`config.mk`:
```
export PLATFORM = sky130hd
export DESIGN_NAME = svpwm_duty_calc_core
export DESIGN_NICKNAME = d
export VERILOG_FILES = /design/src/hdl/svpwm_pkg.sv /design/src/hdl/svpwm_cfg.sv /design/src/hdl/svpwm_zseq.sv /design/src/hdl/svpwm_scale.sv /design/src/hdl/svpwm_duty_calc_core.sv
export SDC_FILE = /design/constraint.sdc
export NUM_CORES = 2
export LEC_CHECK = 0
export BUFFER_PORTS_ARGS = -buffer_cell sky130_fd_sc_hd__buf_2
export CORE_ASPECT_RATIO = 1.2
export CORE_MARGIN = 5
export CORE_UTILIZATION = 55
export DETAILED_ROUTE_END_ITERATION = 12
export MAX_ROUTING_LAYER = met4
export PLACE_DENSITY_LB_ADDON = 0.12
export SLEW_MARGIN = 5
export SYNTH_ARGS = -nofsm -noshare
export SYNTH_HDL_FRONTEND = slang
export SYNTH_SLANG_ARGS = --single-unit
```
`constraint.sdc`:
```
create_clock -name clk -period 21.5 [get_ports clk]
set_input_delay 1.075 -clock clk [delete_from_list [all_inputs] [get_ports clk]]
set_output_delay 1.075 -clock clk [all_outputs]
set_load 0.005 [all_outputs]
```
`src/hdl/svpwm_pkg.sv`:
```
package svpwm_pkg;

	// Datapath geometry
	localparam int NPH         = 3;
	localparam int DATA_W      = 16;
	localparam int GAIN_W      = 15;
	localparam int GAIN_SHIFT  = 14;
	localparam int SCALE_SHIFT = 15;
	localparam int DIFF_W      = DATA_W + 1;
	localparam int PROD_W      = DIFF_W + GAIN_W + 1;
	localparam int HALF_W      = DATA_W - 1;
	localparam int SCALED_W    = HALF_W + DATA_W;
	localparam int CFG_IDX_W   = 2;

	// Register reset values
	localparam logic              RST_SVM_ENABLE   = 1'b1;
	localparam logic [GAIN_W-1:0] RST_INJ_GAIN     = 15'd18919;
	localparam logic [DATA_W-1:0] RST_TIMER_PERIOD = 16'd4250;

	// Saturation limits of a phase value
	localparam logic signed [DATA_W-1:0] PHASE_MAX = 16'sh7fff;
	localparam logic signed [DATA_W-1:0] PHASE_MIN = 16'sh8000;

	typedef enum logic [CFG_IDX_W-1:0] {
		CFG_SVM_ENABLE   = 2'd0,
		CFG_INJ_GAIN     = 2'd1,
		CFG_TIMER_PERIOD = 2'd2
	} cfg_idx_t;

	typedef logic signed [DATA_W-1:0] phase_t;
	typedef logic [DATA_W-1:0]        duty_t;

	typedef struct packed {
		logic              svm_enable;
		logic [GAIN_W-1:0] injection_gain;
		logic [DATA_W-1:0] timer_period;
	} cfg_t;

endpackage

```
`src/hdl/svpwm_cfg.sv`:
```
module svpwm_cfg (
	input  logic                 clk,
	input  logic                 arst_n,
	input  logic                 wr_en,
	input  svpwm_pkg::cfg_idx_t  wr_index,
	input  svpwm_pkg::duty_t     wr_data,
	output svpwm_pkg::cfg_t      cfg
);
	import svpwm_pkg::*;

	cfg_t cfg_q;

	// Decode the register index and latch the written field
	always_ff @(posedge clk or negedge arst_n) begin
		if (!arst_n) begin
			cfg_q.svm_enable     <= RST_SVM_ENABLE;
			cfg_q.injection_gain <= RST_INJ_GAIN;
			cfg_q.timer_period   <= RST_TIMER_PERIOD;
		end else if (wr_en) begin
			unique case (wr_index)
				CFG_SVM_ENABLE:   cfg_q.svm_enable     <= wr_data[0];
				CFG_INJ_GAIN:     cfg_q.injection_gain <= wr_data[GAIN_W-1:0];
				CFG_TIMER_PERIOD: cfg_q.timer_period   <= wr_data;
				default: ;
			endcase
		end
	end

	assign cfg = cfg_q;

endmodule

```
`src/hdl/svpwm_zseq.sv`:
```
module svpwm_zseq (
	input  logic                clk,
	input  logic                arst_n,
	input  logic                advance,
	input  svpwm_pkg::cfg_t     cfg,
	input  logic                in_vld,
	input  svpwm_pkg::phase_t   va,
	input  svpwm_pkg::phase_t   vb,
	input  svpwm_pkg::phase_t   vc,
	output logic                out_vld,
	output svpwm_pkg::phase_t   ph_a,
	output svpwm_pkg::phase_t   ph_b,
	output svpwm_pkg::phase_t   ph_c
);
	import svpwm_pkg::*;

	phase_t                   v_in [NPH];
	phase_t                   hi;
	phase_t                   lo;
	logic signed [DIFF_W-1:0] hl_sum;
	logic signed [PROD_W-GAIN_SHIFT-1:0] shifted [NPH];
	phase_t                   sat_val [NPH];

	logic                      vld_s1, vld_s2, vld_s3, vld_s4;
	phase_t                    v_s1 [NPH];
	phase_t                    mid_s1;
	phase_t                    v_s2 [NPH];
	logic signed [DIFF_W-1:0]  diff_s2 [NPH];
	phase_t                    v_s3 [NPH];
	logic signed [PROD_W-1:0]  prod_s3 [NPH];
	phase_t                    ph_s4 [NPH];

	assign v_in[0] = va;
	assign v_in[1] = vb;
	assign v_in[2] = vc;

	// Find the largest and smallest command and their floored midpoint
	always_comb begin
		hi = va;
		lo = va;
		if (vb > hi) hi = vb;
		if (vc > hi) hi = vc;
		if (vb < lo) lo = vb;
		if (vc < lo) lo = vc;
		hl_sum = {hi[DATA_W-1], hi} + {lo[DATA_W-1], lo};
	end

	// Floor shift by the gain scale, then saturate to the phase range
	always_comb begin
		for (int i = 0; i < NPH; i++) begin
			shifted[i] = prod_s3[i][PROD_W-1:GAIN_SHIFT];
			if (shifted[i][PROD_W-GAIN_SHIFT-1:DATA_W-1] !=
					{(PROD_W-GAIN_SHIFT-DATA_W+1){shifted[i][DATA_W-1]}}) begin
				sat_val[i] = shifted[i][PROD_W-GAIN_SHIFT-1] ? PHASE_MIN : PHASE_MAX;
			end else begin
				sat_val[i] = shifted[i][DATA_W-1:0];
			end
		end
	end

	// Advance the valid bits with the data
	always_ff @(posedge clk or negedge arst_n) begin
		if (!arst_n) begin
			vld_s1 <= 1'b0;
			vld_s2 <= 1'b0;
			vld_s3 <= 1'b0;
			vld_s4 <= 1'b0;
		end else if (advance) begin
			vld_s1 <= in_vld;
			vld_s2 <= vld_s1;
			vld_s3 <= vld_s2;
			vld_s4 <= vld_s3;
		end
	end

	// Stages: midpoint, difference, gain product, saturate and select
	always_ff @(posedge clk) begin
		if (advance) begin
			mid_s1 <= hl_sum[DIFF_W-1:1];
			for (int i = 0; i < NPH; i++) begin
				v_s1[i]    <= v_in[i];
				v_s2[i]    <= v_s1[i];
				diff_s2[i] <= {v_s1[i][DATA_W-1], v_s1[i]} - {mid_s1[DATA_W-1], mid_s1};
				v_s3[i]    <= v_s2[i];
				prod_s3[i] <= PROD_W'(diff_s2[i]) *
					PROD_W'($signed({1'b0, cfg.injection_gain}));
				ph_s4[i]   <= cfg.svm_enable ? sat_val[i] : v_s3[i];
			end
		end
	end

	assign out_vld = vld_s4;
	assign ph_a    = ph_s4[0];
	assign ph_b    = ph_s4[1];
	assign ph_c    = ph_s4[2];

endmodule

```
`src/hdl/svpwm_scale.sv`:
```
module svpwm_scale (
	input  logic                clk,
	input  logic                arst_n,
	input  logic                advance,
	input  svpwm_pkg::cfg_t     cfg,
	input  logic                in_vld,
	input  svpwm_pkg::phase_t   ph_a,
	input  svpwm_pkg::phase_t   ph_b,
	input  svpwm_pkg::phase_t   ph_c,
	output logic                out_vld,
	output svpwm_pkg::duty_t    duty_a,
	output svpwm_pkg::duty_t    duty_b,
	output svpwm_pkg::duty_t    duty_c
);
	import svpwm_pkg::*;

	phase_t              ph_in [NPH];
	logic [HALF_W-1:0]   half [NPH];
	duty_t               scaled [NPH];

	logic                vld_s5, vld_s6;
	logic [SCALED_W-1:0] prod_s5 [NPH];
	duty_t               duty_s6 [NPH];

	assign ph_in[0] = ph_a;
	assign ph_in[1] = ph_b;
	assign ph_in[2] = ph_c;

	// Offset by one in Q15 and halve: flip the sign bit, drop the lsb
	always_comb begin
		for (int i = 0; i < NPH; i++) begin
			half[i]   = {~ph_in[i][DATA_W-1], ph_in[i][DATA_W-2:1]};
			scaled[i] = prod_s5[i][SCALED_W-1:SCALE_SHIFT];
		end
	end

	// Advance the valid bits with the data
	always_ff @(posedge clk or negedge arst_n) begin
		if (!arst_n) begin
			vld_s5 <= 1'b0;
			vld_s6 <= 1'b0;
		end else if (advance) begin
			vld_s5 <= in_vld;
			vld_s6 <= vld_s5;
		end
	end

	// Scale by the timer period, then clamp to the period
	always_ff @(posedge clk) begin
		if (advance) begin
			for (int i = 0; i < NPH; i++) begin
				prod_s5[i] <= half[i] * cfg.timer_period;
				duty_s6[i] <= (scaled[i] > cfg.timer_period) ? cfg.timer_period : scaled[i];
			end
		end
	end

	assign out_vld = vld_s6;
	assign duty_a  = duty_s6[0];
	assign duty_b  = duty_s6[1];
	assign duty_c  = duty_s6[2];

endmodule

```
`src/hdl/svpwm_duty_calc_core.sv`:
```
// Throughput: one request per cycle; six register stages (midpoint, difference,
// gain product, saturate, period product, clamp) advance together while unstalled.
// Reset: arst_n clears all valid bits asynchronously and loads the register
// defaults (injection on, gain 18919, period 4250); datapath registers are not reset.
module svpwm_duty_calc_core (
	input  logic                 clk,
	input  logic                 arst_n,
	input  logic                 in_valid,
	output logic                 in_stall,
	input  svpwm_pkg::phase_t    va,
	input  svpwm_pkg::phase_t    vb,
	input  svpwm_pkg::phase_t    vc,
	output logic                 out_valid,
	input  logic                 out_stall,
	output svpwm_pkg::duty_t     duty_a,
	output svpwm_pkg::duty_t     duty_b,
	output svpwm_pkg::duty_t     duty_c,
	input  logic                 cfg_valid,
	output logic                 cfg_ready,
	input  svpwm_pkg::cfg_idx_t  cfg_index,
	input  svpwm_pkg::duty_t     cfg_data
);
	import svpwm_pkg::*;

	cfg_t   cfg;
	logic   advance;
	logic   mid_vld;
	phase_t ph_a, ph_b, ph_c;

	// Move the whole pipe unless a finished result is held by the sink
	assign advance   = ~out_valid | ~out_stall;
	assign in_stall  = ~advance;
	assign cfg_ready = 1'b1;

	svpwm_cfg u_cfg (
		.clk      (clk),
		.arst_n   (arst_n),
		.wr_en    (cfg_valid & cfg_ready),
		.wr_index (cfg_index),
		.wr_data  (cfg_data),
		.cfg      (cfg)
	);

	svpwm_zseq u_zseq (
		.clk     (clk),
		.arst_n  (arst_n),
		.advance (advance),
		.cfg     (cfg),
		.in_vld  (in_valid),
		.va      (va),
		.vb      (vb),
		.vc      (vc),
		.out_vld (mid_vld),
		.ph_a    (ph_a),
		.ph_b    (ph_b),
		.ph_c    (ph_c)
	);

	svpwm_scale u_scale (
		.clk     (clk),
		.arst_n  (arst_n),
		.advance (advance),
		.cfg     (cfg),
		.in_vld  (mid_vld),
		.ph_a    (ph_a),
		.ph_b    (ph_b),
		.ph_c    (ph_c),
		.out_vld (out_valid),
		.duty_a  (duty_a),
		.duty_b  (duty_b),
		.duty_c  (duty_c)
	);

endmodule

```
==> flow_summary.rst <==
.. list-table::
   :header-rows: 1

   * - Metric
     - Value
   * - Starting Density
     - about 55%
   * - Core region area
     - 126000 um^2
   * - Final total negative setup slack
     - 0 ns
   * - R2r endpoint
     - u_scale.prod_s5[0][92]
   * - I/O pin total
     - 122
   * - Max-slew violation count
     - 0
   * - Startpoint of the most critical register-to-register path
     - u_cfg.cfg[4]
   * - Average size of a mapped cell
     - ~10 um^2
   * - GRT Residual Overflow
     - 0
   * - Worst Hold Class
     - register to register
   * - Count of unique library cells instantiated by Yosys
     - 70
   * - Peak Freq
     - 122 MHz
   * - Clock H-tree levels
     - 2
   * - Number of remaining DRC errors
     - 0
   * - Clock skew
     - ~0.063 ns
   * - Startpoint types
     - input pin
   * - Cell area after synthesis
     - ~70000 um^2
   * - Fraction of registers with async set or reset after synthesis
     - 8.68%
   * - Bufs and invs on worst path
     - 2
   * - CP max stage cell
     - sky130_fd_sc_hd__a211o_1
   * - Number of nets in the finished design
     - between 8000 and 9000
   * - Total global routing track utilization
     - roughly 29%
   * - Post-detailed-route via-to-cell ratio
     - between 5 and 6
   * - Slew headroom
     - around a quarter
   * - Synthesized instance count
     - ~7000
   * - Number of synthesized register bits
     - ~440
   * - Pre-CTS setup slack
     - ~13 ns
   * - Primary FF master, synth
     - sky130_fd_sc_hd__edfxtp_1
   * - Die outline width
     - approximately 340 um
   * - Number of flops mapped to enable cells by yosys
     - 400
   * - Mean routed wirelength per cell
     - between 20 and 25 um
   * - Max-capacitance violation count
     - 0
   * - Dominant cells by area after synthesis
     - sky130_fd_sc_hd__fa_1 (38%), sky130_fd_sc_hd__edfxtp_1 (17%), sky130_fd_sc_hd__ha_1 (12%), sky130_fd_sc_hd__inv_1 (8.0%), sky130_fd_sc_hd__and2_1 (5.9%)
   * - Initial antenna violation count
     - 7
   * - End point of the most critical hold path
     - u_zseq.v_s3[0][28]
   * - Setup crit end kind
     - register
   * - Port-buffer cells
     - 120
   * - Synthesis-to-layout area growth
     - 5.71%
   * - Postcts setup bufs
     - 0
   * - Maximum fanout along the worst path
     - 31
   * - Ratio of cells with drive above 1 in the final layout
     - around 5.7%
   * - Kind of cell with the highest combined delay on the critical path
     - compound AO/OA/AOI/OAI gates
   * - Tcrit/Tclk final
     - 38.3%
   * - Antenna-violating nets left
     - 0
   * - CTS Buf Count
     - between 50 and 60
   * - Final period demand of the worst path
     - just over 8 ns
   * - Worst reg2reg path depth
     - 23
   * - Post-cts repair resize count
     - 0
   * - Hold Violations, Final
     - 0
   * - Clock input transition at the sequential cells of the worst setup and hold paths
     - approximately 0.06 ns
   * - Routability congestion estimate from global placement
     - around 0.9
   * - Data arrival time at the worst-slack endpoint
     - 8.73 ns
   * - Worst hold path cell count
     - 0
   * - Count of standard-cell rows
     - 143
   * - Endpoint required time on the critical path
     - 22.00 ns
   * - Share of the yosys chip area belonging to registers
     - between 10% and 20%
   * - Transition time at the pin with the least slew margin
     - about 1.1 ns
   * - DRC marker count from the first detailed-route iteration
     - 2781
   * - CTS tree
     - yes
   * - Cell type with the highest occurrence count on the critical path
     - sky130_fd_sc_hd__a21oi_1
   * - Final critical-path setup slack
     - approximately 13 ns
   * - Die outline area
     - between 100000 and 150000 um^2
   * - Outcome
     - completed
   * - Number of buffers added to fix hold violations after cts
     - 0
   * - Dominant cell type by area after synthesis
     - sky130_fd_sc_hd__fa_1
   * - Worst setup slack for register-to-register paths
     - approximately 14 ns
   * - Global-route wire length before repair
     - 289000 um
   * - Type of the setup path with the least slack
     - input pin to register
   * - Clock latency of the later-clocked register in the worst-skew pair
     - 0.66 ns
   * - Vias in the first global route
     - 51700
   * - Sink Count
     - roughly 440
   * - Routed via count
     - 47100
   * - Number of logic stages on the critical path including buffering
     - 28
   * - RSZ-0062 raised after global routing
     - no
   * - Die span in y
     - ~400 um
   * - Final wirelength
     - around 180000 um
   * - Root buffer selected by CTS
     - sky130_fd_sc_hd__clkbuf_16
   * - HP Start
     - u_zseq.v_s2[0][28]
   * - Slowest Stage Delay on Critical Path
     - 0.78 ns
   * - Dpl hpwl
     - roughly 140000 um
   * - Number of warnings issued by yosys
     - 0
   * - Buffer levels on the longest clock path
     - 3
   * - Layout filler cell count
     - 11100
   * - Pin count of the biggest net entering global routing
     - 76
   * - Top-area cell type share of the netlist area
     - a little under two fifths
   * - Number of detailed-routing iterations run before antenna repair
     - 7
   * - Number of setup violations in the final report
     - 0
   * - Syn Nets
     - between 9000 and 10000
-- sequential cells by signal, summed over array words and instances, names as in the netlist --
register,flops
u_zseq.out_vld,1
u_zseq.vld_s1,1
u_zseq.v_s1,48
u_cfg.cfg,32
u_scale.duty_s6,48
u_zseq.vld_s2,1
u_zseq.ph_s4,45
u_zseq.vld_s3,1
u_scale.out_vld,1
u_scale.prod_s5,48
u_zseq.v_s3,45
u_zseq.mid_s1,16
u_zseq.prod_s3,54
u_zseq.diff_s2,51
u_zseq.v_s2,45
u_scale.vld_s5,1
-- layout by cell type, fill, tap and decap left out, types with 44 or more instances in the layout --
| cell | n |
|---|---|
| sky130_fd_sc_hd__a21oi_1 | 214 |
| sky130_fd_sc_hd__o21ai_0 | 77 |
| sky130_fd_sc_hd__ha_1 | 677 |
| sky130_fd_sc_hd__clkbuf_16 | 52 |
| sky130_fd_sc_hd__buf_4 | 59 |
| sky130_fd_sc_hd__o21a_1 | 44 |
| sky130_fd_sc_hd__and2_1 | 657 |
| sky130_fd_sc_hd__nor2_1 | 246 |
| sky130_fd_sc_hd__inv_1 | 1489 |
| sky130_fd_sc_hd__buf_2 | 120 |
| sky130_fd_sc_hd__xnor2_1 | 119 |
| sky130_fd_sc_hd__nand2b_1 | 63 |
| sky130_fd_sc_hd__edfxtp_1 | 400 |
| sky130_fd_sc_hd__a21o_1 | 51 |
| sky130_fd_sc_hd__nand2_1 | 830 |
| sky130_fd_sc_hd__mux2_2 | 88 |
| sky130_fd_sc_hd__fa_1 | 1315 |
-- cell usage after synthesis (3+ instances only) --
cell type,n
sky130_fd_sc_hd__inv_1,1489
sky130_fd_sc_hd__fa_1,1315
sky130_fd_sc_hd__nand2_1,831
sky130_fd_sc_hd__ha_1,677
sky130_fd_sc_hd__and2_1,657
sky130_fd_sc_hd__edfxtp_1,400
sky130_fd_sc_hd__clkbuf_1,289
sky130_fd_sc_hd__nor2_1,246
sky130_fd_sc_hd__a21oi_1,214
sky130_fd_sc_hd__xnor2_1,119
sky130_fd_sc_hd__mux2_2,88
sky130_fd_sc_hd__o21ai_0,77
sky130_fd_sc_hd__nand2b_1,63
sky130_fd_sc_hd__a21o_1,51
sky130_fd_sc_hd__o21a_1,44
sky130_fd_sc_hd__nand3_1,41
sky130_fd_sc_hd__nor3_1,36
sky130_fd_sc_hd__nand4_1,29
sky130_fd_sc_hd__nor2b_1,28
sky130_fd_sc_hd__xor2_1,25
sky130_fd_sc_hd__dfrtp_1,23
sky130_fd_sc_hd__a21boi_0,18
sky130_fd_sc_hd__mux2i_1,16
sky130_fd_sc_hd__dfstp_2,15
sky130_fd_sc_hd__a31oi_1,13
sky130_fd_sc_hd__o21bai_1,13
sky130_fd_sc_hd__a211oi_1,9
sky130_fd_sc_hd__and3_1,9
sky130_fd_sc_hd__or3_1,9
sky130_fd_sc_hd__a2111oi_0,8
sky130_fd_sc_hd__o2111ai_1,8
sky130_fd_sc_hd__o211ai_1,8
sky130_fd_sc_hd__a211o_1,7
sky130_fd_sc_hd__o22ai_1,7
sky130_fd_sc_hd__a31o_2,6
sky130_fd_sc_hd__o31a_1,6
sky130_fd_sc_hd__or4_1,6
sky130_fd_sc_hd__nand3b_1,5
sky130_fd_sc_hd__nor4_1,5
sky130_fd_sc_hd__and4_1,4
sky130_fd_sc_hd__o221ai_1,4
sky130_fd_sc_hd__o41ai_1,4
sky130_fd_sc_hd__buf_1,3
sky130_fd_sc_hd__or2_2,3
-- how the worst max path moves through the flow --
stage,startpoint,end,slack (ns)
floorplan,out_stall,in_stall,10.41
global placement,va[10],u_zseq.mid_s1[15],12.74
detailed placement,va[10],u_zseq.mid_s1[15],12.70
CTS,va[10],u_zseq.mid_s1[13],13.37
global route,va[10],u_zseq.mid_s1[15],12.65
finish,va[10],u_zseq.mid_s1[13],13.28
-- cell type report --
| cell class | count | area [um^2] | area share, % |
|---|---|---|---|
| flip-flops and latches | 438 | 13000 | 17.6 |
| repair buffers | 179 | 1040 | 1.41 |
| multi-input cells | 4740 | 50100 | 68.0 |
| well taps | 1667 | 2090 | 2.83 |
| clock inverters | 42 | 596 | 0.807 |
| clock buffers | 54 | 1310 | 1.77 |
| inverters | 1489 | 5590 | 7.58 |
| diodes | 4 | 10.0 | 0.0136 |
-- stage by stage --
step	utilization, %	hold WS, ns	area (um^2)	std cells
finish	58.4	0.415	73800	8613
floorplan	-	0.400	69800	6961
global route	58.4	0.425	73800	8612
global placement	56.9	0.401	71900	8513
CTS	58.4	0.417	73800	8609
detailed placement	56.9	0.405	71900	8513
-- cell families after synthesis --
kind of cell,count (synthesis),share of synthesized area [%]
adders and majority gates,1992,49.9
muxes,104,1.65
other,1,0.00537
and+or+nand+nor,1976,13.8
AOI/OAI and AO/OA,523,4.71
xor gates and xnor gates,144,1.81
DFF,438,18.6
buffers and inverters,1783,9.60
-- metal layers --
| layer | up-vias | GRT usage, % | wire length (um) |
|---|---|---|---|
| met5 | - | - | 0 |
| met2 | 1257 | 48.3 | 90200 |
| met4 | 0 | 11.2 | 8840 |
| met1 | 24300 | 35.0 | 69700 |
| met3 | 332 | 3.70 | 10100 |
| li1 | 21200 | - | - |
Power is left out: the tool's default activity adds up to more than one toggle a clock period on the data nets, which glitch-free logic cannot reach.
